$ cat config.mk
export PLATFORM = sky130hd
export DESIGN_NAME = tmcp_divider
export DESIGN_NICKNAME = d
export VERILOG_FILES = /design/src/rtl/tmcp_pkg.sv /design/src/rtl/tmcp_divider.sv
export SDC_FILE = /design/constraint.sdc
export NUM_CORES = 1
export LEC_CHECK = 0
export ABC_AREA = 1
export BUFFER_PORTS_ARGS = -buffer_cell sky130_fd_sc_hd__buf_4
export CORE_UTILIZATION = 35
export DETAILED_ROUTE_END_ITERATION = 16
export PLACE_DENSITY_LB_ADDON = 0.05
export SLEW_MARGIN = 15
export SYNTH_ARGS = -nofsm -noshare
export SYNTH_HDL_FRONTEND = slang
export SYNTH_SLANG_ARGS = --single-unit
$ cat constraint.sdc
create_clock -name i_clk -period 5.45 [get_ports i_clk]
set_input_delay 1.09 -clock i_clk [delete_from_list [all_inputs] [get_ports i_clk]]
set_output_delay 1.09 -clock i_clk [all_outputs]
set_load 0.01 [all_outputs]
$ cat src/rtl/tmcp_pkg.sv
// Shared types and constants for the tile map collision probe.
// No dependencies.
`default_nettype none
package tmcp_pkg;
    localparam int MaxColumns = 64;
    localparam int MaxRows    = 64;

    localparam logic [1:0] OP_WRITE = 2'd0;
    localparam logic [1:0] OP_SOLID = 2'd1;
    localparam logic [1:0] OP_ALT   = 2'd2;

    localparam logic [2:0] CFG_ORIGIN_X = 3'd0;
    localparam logic [2:0] CFG_ORIGIN_Y = 3'd1;
    localparam logic [2:0] CFG_TILE     = 3'd2;
    localparam logic [2:0] CFG_COLS     = 3'd3;
    localparam logic [2:0] CFG_ROWS     = 3'd4;

    // Signed work width for doubled-resolution geometry.
    localparam int GeoW = 44;

    typedef struct packed {
        logic               start;
        logic [GeoW-1:0]    num;
        logic [GeoW-1:0]    den;
    } t_div_req;

    typedef struct packed {
        logic               done;
        logic [GeoW-1:0]    quo;
    } t_div_rsp;
endpackage
`default_nettype wire

$ cat src/rtl/tmcp_divider.sv
// Restoring serial divider, one quotient bit per cycle.
// Depends on tmcp_pkg.
`default_nettype none
module tmcp_divider
    import tmcp_pkg::*;
(
    input  wire logic     i_clk,
    input  wire logic     i_rst_n,
    input  wire t_div_req i_req,
    output t_div_rsp      o_rsp
);
    localparam int CntW = $clog2(GeoW + 1);

    logic [GeoW-1:0] r_rem, n_rem;
    logic [GeoW-1:0] r_quo, n_quo;
    logic [GeoW-1:0] r_den;
    logic [CntW-1:0] r_cnt;
    logic            r_busy, r_done;
    logic [GeoW:0]   w_trial;

    always_comb begin
        w_trial = {r_rem, r_quo[GeoW-1]} - {1'b0, r_den};
        if (w_trial[GeoW]) begin
            n_rem = {r_rem[GeoW-2:0], r_quo[GeoW-1]};
            n_quo = {r_quo[GeoW-2:0], 1'b0};
        end else begin
            n_rem = w_trial[GeoW-1:0];
            n_quo = {r_quo[GeoW-2:0], 1'b1};
        end
    end

    always_ff @(posedge i_clk) begin
        if (!i_rst_n) begin
            r_busy <= 1'b0;
            r_done <= 1'b0;
            r_cnt  <= '0;
        end else begin
            r_done <= 1'b0;
            if (i_req.start) begin
                r_busy <= 1'b1;
                r_cnt  <= CntW'(GeoW);
                r_rem  <= '0;
                r_quo  <= i_req.num;
                r_den  <= i_req.den;
            end else if (r_busy) begin
                r_rem <= n_rem;
                r_quo <= n_quo;
                r_cnt <= r_cnt - 1'b1;
                if (r_cnt == CntW'(1)) begin
                    r_busy <= 1'b0;
                    r_done <= 1'b1;
                end
            end
        end
    end

    assign o_rsp.done = r_done;
    assign o_rsp.quo  = r_quo;
endmodule
`default_nettype wire

==> results of run 1 <==
[sequential cells by signal, indices dropped and copies added (netlist names)]
name / cells
r_cnt: 6
r_busy: 1
r_done: 1
r_quo: 44
r_rem: 44
r_den: 44
[layer usage]
layer | global-route usage, % | up-vias | share of wire (%)
met5 | 0 | - | 0
met1 | 24.7 | 3667 | 48
met2 | 31.0 | 191 | 45
met3 | 4.63 | 25 | 5.5
met4 | 6.18 | 0 | 1.8
li1 | - | 4373 | -
[worst max path at each step]
stage / end / slack (ps)
after floorplan: r_quo[0]$_DFFE_PP_ / 1950
after global placement: r_quo[19]$_DFFE_PP_ / 2080
after detailed placement: r_quo[18]$_DFFE_PP_ / 2070
after CTS: r_rem[3]$_SDFFCE_PP0P_ / 2410
after global routing: r_rem[7]$_SDFFCE_PP0P_ / 2200
final: r_rem[3]$_SDFFCE_PP0P_ / 2470
[metrics by stage]
step                      area [um^2]  power [uW]  hold slack, ps  instances
after detailed placement        10900        2830             482       1800
after CTS                       11500        4090             492       1832
final                           11500        4040             488       1832
after global placement          10900        2820             474       1800
after floorplan                  9580        2450             457       1343
after global routing            11500        4330             510       1832
[critical path, delay by kind of cell (launching register included)]
kind | cells | cell delay (ps)
adders and majority gates | 2 | 640
buffers and inverters | 2 | 150
and+or+nand+nor | 11 | 1520
DFF | 1 | 370
[synthesized netlist by cell type, drive strengths merged]
| master | instances | area [um^2] |
|---|---|---|
| nor2 | 157 | 637 |
| buf | 15 | 118 |
| xnor2 | 1 | 8.76 |
| nand3 | 41 | 210 |
| inv | 252 | 946 |
| xor2 | 25 | 219 |
| edfxtp | 132 | 3960 |
| a21o | 2 | 15.0 |
| and2 | 2 | 15.0 |
| a21oi | 38 | 194 |
| a211oi | 1 | 7.51 |
| o21bai | 2 | 15.0 |
| o31ai | 1 | 7.51 |
| a21boi | 1 | 7.51 |
| o21a | 1 | 7.51 |
| a31oi | 1 | 6.26 |
| nor4 | 2 | 12.5 |
| clkbuf | 7 | 26.3 |
| ha | 46 | 576 |
| fa | 1 | 20.0 |
| nand3b | 11 | 82.6 |
| nor3 | 8 | 40.0 |
| o21ai | 11 | 55.1 |
| nand4 | 7 | 50.1 |
| nand2 | 570 | 2180 |
| dfxtp | 8 | 160 |
[power breakdown]
part	internal, uW	switching (uW)
registers	1340	63.8
logic	480	906
clock network	664	583
[logic make-up (layout without fill, tap and decap cells)]
logic type	count (synthesis)	in the layout	share of synthesized area [%]
buffers and inverters	274	422	11.4
DFF	140	140	43.1
xor gates and xnor gates	26	26	2.38
adders and majority gates	47	47	6.22
and+or+nand+nor	798	798	33.7
AOI/OAI and AO/OA	58	58	3.29
[area by class of cell]
cell class | count | area [um^2] | area share [%]
clock buffers | 17 | 425 | 3.69
clock inverters | 15 | 191 | 1.66
inverters | 252 | 946 | 8.21
multi-input cells | 929 | 4370 | 38.0
flip-flops and latches | 140 | 4120 | 35.8
well taps | 341 | 427 | 3.70
repair buffers | 138 | 1040 | 8.99
==> flow_metrics.py, run 1 <==
metrics = {
    "route": {
        "vias_per_cell": 4.51,
        "drt_iter0_markers": 486,
        "wl_per_cell_um": 13.9,
        "vias": 8256,
        "routed_wl_um": 25500,
        "drt_pass1_iterations": 5,
        "antenna_left": 0,
        "drc": 0,
    },
    "cts": {
        "clkTransAtPathRegs_ps": 70,
        "worstSkewPairLatency_ps": 450,
        "hold_buffers": 0,
        "cts_resized": 0,
        "ctsHtreeMaxLevel": 4,
        "cts_setup_buffers": 0,
        "cts_buffers": 17,
        "ctsLongestPathBuffers": 2,
        "cts_root_buf": "clkbuf_16",
        "cts_sinks": 140,
        "cts_tree": "done",
    },
    "timing": {
        "setup_tns_ps": 0,
        "setup_slack_ps": 2470,
        "rsz0062_at_grt": "false",
        "fin_crit_ps": 2980,
        "fmax_ghz": 0.336,
        "relSlewSlack_pct": 27.3,
        "fin_crit_sh_pct": 54.6,
        "worstMarginPinSlew_ps": 1090,
        "drv_slew": 0,
        "setup_viol": 0,
        "hold_violations": 0,
        "clock_skew_ps": 20.4,
    },
    "grt": {
        "first_global_vias": 8194,
        "grt-ovfl-total": 0,
        "grt_max_degree": 76,
        "antenna_found_initial": 0,
        "grtUsageTotal_pct": 19.0,
        "grt_pass1_wl_um": 41600,
    },
    "worst_setup_path": {
        "crit_top_cell": "nand3_1",
        "crit_chain": "inv_1, ha_1, fa_1, inv_2, nand3_1, nand3_1, nand3_1, nand3_1, nand2_2, nand3_2, nand2_2, nand2_4, nand2_1, nand2_1, nor2_1",
        "crit_fanout": 52,
        "reg2reg_depth": 15,
        "arrival_ps": 3170,
        "cp_slowest_cell": "fa_1",
        "setup.reg_to_reg.worst_slack_ps": 2470,
        "r2r_end": "r_rem[3]$_SDFFCE_PP0P_",
        "max_stage_delay_ps": 420,
        "path_class": "flip-flop to flip-flop",
        "startpoint_type": "flip-flop",
        "critical_path_required_ps": 5640,
        "worstSetupEndpointType": "flip-flop",
        "crit-reg2reg-launch": "r_quo[43]$_DFFE_PP_",
        "crit_start": "r_quo[43]$_DFFE_PP_",
    },
    "logic_synthesis": {
        "synth_warnings": 0,
        "synth-seq-area-share_pct": 43.1,
        "synth_area_per_cell_um2": 7.13,
        "ys_ff_latch": 140,
        "syn_inst": 1343,
        "synth_area_um2": 9580,
        "syn_nets": 1481,
        "ys_types": 39,
    },
    "hold_path": {
        "hold_start": "r_cnt[1]$_SDFFE_PP0P_",
        "holdPathStages": 2,
        "hold_end": "r_cnt[1]$_SDFFE_PP0P_",
        "min_path_type": "flip-flop to flip-flop",
    },
    "floorplan": {
        "io_pins": 136,
        "rows": 60,
        "initial_core_util_pct": 35.6,
        "die_width_um": 167,
        "die-height_um": 167,
        "coreArea_um2": 26900,
        "die_area_um2": 28000,
    },
    "run": {
        "max_cap_violations": 0,
    },
    "place": {
        "place_congestion": 0.943,
        "numPortBuffers": 135,
        "pre_cts_slack_ps": 2070,
        "hpwl_um": 19300,
    },
    "finish": {
        "final_cell_mix": "nand2_1, inv_1, nor2_1, buf_4, edfxtp_1",
        "final_common_cell": "nand2_1",
        "antennaDiodeCount": 0,
        "area_growth_pct": 20.3,
        "fin_nets": 1616,
        "n_fill_cell": 2863,
        "final_util_pct": 42.9,
        "layout-drive-gt1-share_pct": 14.0,
    },
    "power_and_ir_drop": {
        "p_leak_uw": 0.00610,
        "ir_drop_uv": 206,
        "p_per_area_nw_per_um2": 351,
    },
    "run_status": {
        "status": "finished clean",
    },
}
No activity file was read; power rests on OpenSTA's default activity.
==> run 2: changes to the inputs <==
--- a/config.mk
+++ b/config.mk
@@ -5,7 +5,7 @@
 export SDC_FILE = /design/constraint.sdc
 export NUM_CORES = 1
 export LEC_CHECK = 0
-export ABC_AREA = 1
+export ABC_AREA = 0
 export BUFFER_PORTS_ARGS = -buffer_cell sky130_fd_sc_hd__buf_4
 export CORE_UTILIZATION = 35
 export DETAILED_ROUTE_END_ITERATION = 16
==> constraint.sdc (replaced) <==
create_clock -name i_clk -period 2.4 [get_ports i_clk]
set_input_delay 0.48 -clock i_clk [delete_from_list [all_inputs] [get_ports i_clk]]
set_output_delay 0.48 -clock i_clk [all_outputs]
set_load 0.01 [all_outputs]
==> flow_metrics.py, run 2 <==
metrics = {
    "power_and_ir_drop": {
        "p_comb_share_pct": 38.2,
        "p_clk_share_pct": 28.6,
        "p_sw_uw": 3030,
        "ir_drop_uv": 422,
        "p_per_area_nw_per_um2": 763,
        "p_leak_uw": 0.00521,
        "p_int_uw": 6270,
        "seq_power_share_pct": 33.1,
        "swShare_pct": 32.6,
    },
    "cts": {
        "cts_root_buf": "clkbuf_16",
        "clkTransAtPathRegs_ps": 70,
        "ctsLongestPathBuffers": 2,
        "cts_buffers": 17,
        "cts_sinks": 140,
        "cts_tree": "done",
        "worstSkewPairLatency_ps": 430,
        "ctsHtreeMaxLevel": 4,
        "hold_buffers": 0,
    },
    "worst_setup_path": {
        "worstSetupEndpointType": "flip-flop",
        "critical_path_required_ps": 2680,
        "reg2reg_depth": 10,
        "crit-reg2reg-launch": "r_rem[21]$_SDFFCE_PP0P_",
        "arrival_ps": 3320,
        "startpoint_type": "flip-flop",
        "path_class": "flip-flop to flip-flop",
        "setup.reg_to_reg.worst_slack_ps": -630,
        "r2r_end": "r_rem[40]$_SDFFCE_PP0P_",
        "crit_fanout": 7,
    },
    "finish": {
        "fin_nets": 1234,
        "layoutNonFillerInstCount": 1422,
        "final_cell_mix": "buf_4, edfxtp_1, nand2_1, inv_1, a21oi_1",
        "area_growth_pct": 48.8,
        "antennaDiodeCount": 0,
        "final_common_cell": "buf_4",
        "final_util_pct": 53.5,
        "layout-drive-gt1-share_pct": 45.7,
        "finalInstanceArea_um2": 12200,
        "reg_top3": "r_den (44), r_quo (44), r_rem (44)",
        "n_fill_cell": 2086,
    },
    "floorplan": {
        "rows": 55,
        "initial_core_util_pct": 35.9,
        "die_width_um": 155,
        "io_pins": 136,
        "die_area_um2": 24000,
        "die-height_um": 155,
        "coreArea_um2": 22800,
    },
    "place": {
        "dp.cells": 1370,
        "numPortBuffers": 135,
        "hpwl_um": 16000,
        "place_congestion": 0.870,
        "dpl-instance-area_um2": 10900,
        "pre_cts_slack_ps": -772,
    },
    "route": {
        "drt_iter0_markers": 308,
        "vias": 6990,
        "routed_wl_um": 22100,
        "antenna_left": 0,
        "vias_per_cell": 4.92,
        "drc": 0,
        "drt_pass1_iterations": 4,
        "wl_per_cell_um": 15.6,
    },
    "logic_synthesis": {
        "yosys.area.top_type": "edfxtp_1",
        "ys_types": 57,
        "yosysMostFrequentCell": "edfxtp_1",
        "synth_top_area_share_pct": 48.4,
        "synth_area_um2": 8190,
        "syn_inst": 777,
        "ys_ff_latch": 140,
        "ys_top_cells_by_area": "edfxtp_1, ha_1, mux2_2, a21oi_1, nand2_1",
        "syn_nets": 915,
        "synth-seq-area-share_pct": 50.4,
        "synth_warnings": 0,
        "ys_top_cells_by_count": "edfxtp_1, nand2_1, a21oi_1, inv_1, ha_1",
        "synth_area_per_cell_um2": 10.5,
        "async_reset_ff_share_pct": 0,
        "synth_edf_count": 132,
        "synthFlopType": "edfxtp_1",
    },
    "grt": {
        "grt_busiest_layer": "met2",
        "grt-ovfl-total": 0,
        "antenna_found_initial": 0,
        "use_met1_pct": 23.9,
        "grt_max_degree": 50,
        "met3_usage_pct": 4.99,
        "first_global_vias": 7127,
        "grtUsageTotal_pct": 18.7,
        "grt_use_met2_pct": 31.1,
        "grt_pass1_wl_um": 35500,
    },
    "timing": {
        "rsz0062_at_grt": "true",
        "setup_slack_ps": -631,
        "fin_crit_sh_pct": 126,
        "hold_violations": 0,
        "worstMarginPinSlew_ps": 667,
        "relSlewSlack_pct": 55.5,
        "setup_viol": 45,
        "drv_slew": 0,
        "clock_skew_ps": 18.1,
        "fin_hold_ws_ps": 216,
        "fin_crit_ps": 3030,
        "fmax_ghz": 0.330,
    },
    "run_status": {
        "violations": "setup timing",
        "status": "finished, violations left",
    },
    "hold_path": {
        "hold_start": "i_req[42]",
        "holdPathStages": 1,
        "hold_end": "r_den[42]$_DFFE_PP_",
        "min_path_type": "input port to flip-flop",
    },
    "run": {
        "max_cap_violations": 0,
    },
}
==> run 2: cell count changes after synthesis, moves of 20 or more <==
cell,delta
mux2_2,+44
xnor2_1,+20
o21ai_0,+27
nand3_1,-23
inv_1,-182
nand2_1,-461
a21oi_1,+41
nor2_1,-111
==> run 2: final cells by class <==
| class | count | area [um^2] | area share, % |
|---|---|---|---|
| Clock buffer | 18 | 429 | 3.52 |
| Multi-Input combinational cell | 543 | 4160 | 34.1 |
| Tap cell | 313 | 392 | 3.21 |
| Clock inverter | 14 | 153 | 1.25 |
| Inverter | 60 | 229 | 1.88 |
| Sequential cell | 140 | 4120 | 33.9 |
| Timing Repair Buffer | 334 | 2700 | 22.1 |
==> run 2: cell families after synthesis <==
kind of cell | count (synthesis) | synth area share, %
DFF | 140 | 50.4
muxes | 46 | 6.30
adders and majority gates | 47 | 7.28
buffers and inverters | 94 | 4.60
AOI/OAI and AO/OA | 199 | 15.0
xor gates and xnor gates | 39 | 4.17
and+or+nand+nor | 212 | 12.2
==> run 2: worst max-delay path by stage <==
stage,from,end,cells after the start
after floorplan,r_rem[22]$_SDFFCE_PP0P_,r_rem[40]$_SDFFCE_PP0P_,12
after global placement,r_quo[43]$_DFFE_PP_,r_rem[4]$_SDFFCE_PP0P_,13
after detailed placement,r_quo[43]$_DFFE_PP_,r_rem[40]$_SDFFCE_PP0P_,14
after CTS,r_rem[21]$_SDFFCE_PP0P_,r_rem[40]$_SDFFCE_PP0P_,10
after global routing,r_rem[3]$_SDFFCE_PP0P_,r_rem[40]$_SDFFCE_PP0P_,12
final,r_rem[21]$_SDFFCE_PP0P_,r_rem[40]$_SDFFCE_PP0P_,10
==> run 2: per-stage QoR <==
stage / TNS, ps / total power, uW
final: -25750 / 9290
after global routing: -29550 / 9780
after CTS: -25160 / 9190
after detailed placement: -28660 / 6090
after global placement: -26310 / 6070
after floorplan: -17400 / 4780
==> run 2: critical path, stage by stage (launching register included) <==
cell	delay, ps
edfxtp_1	440
ha_4	300
and2_4	160
nand3_4	80
or3_4	330
or3_4	330
nand3b_4	180
and2_4	170
a211o_4	380
or3b_4	390
a21oi_2	120
==> run 2: per-layer routing <==
metal,up-vias,share of wire [%]
li1,3468,-
met1,3341,46
met2,167,48
met3,14,5.0
met4,0,1.2
met5,-,0
==> run 2: repair_timing <==
item,4_1_cts,5_1_grt
setup buffers,10,10
hold endpoints to repair,0,0
setup endpoints to repair,45,45
pin swaps,13,48
cloned,2,0
gates resized for setup,54,64
==> run 2: power by group through the flow <==
| stage | clock, uW | sequential [uW] | combinational (uW) |
|---|---|---|---|
| 6_report | 2660 | 3080 | 3550 |
| 3_5_place_dp | 0 | 3120 | 2970 |
| 3_3_place_gp | 0 | 3120 | 2950 |
| 2_1_floorplan | 0 | 3120 | 1660 |
| 4_1_cts | 2730 | 3070 | 3390 |
| 5_1_grt | 2810 | 3100 | 3870 |
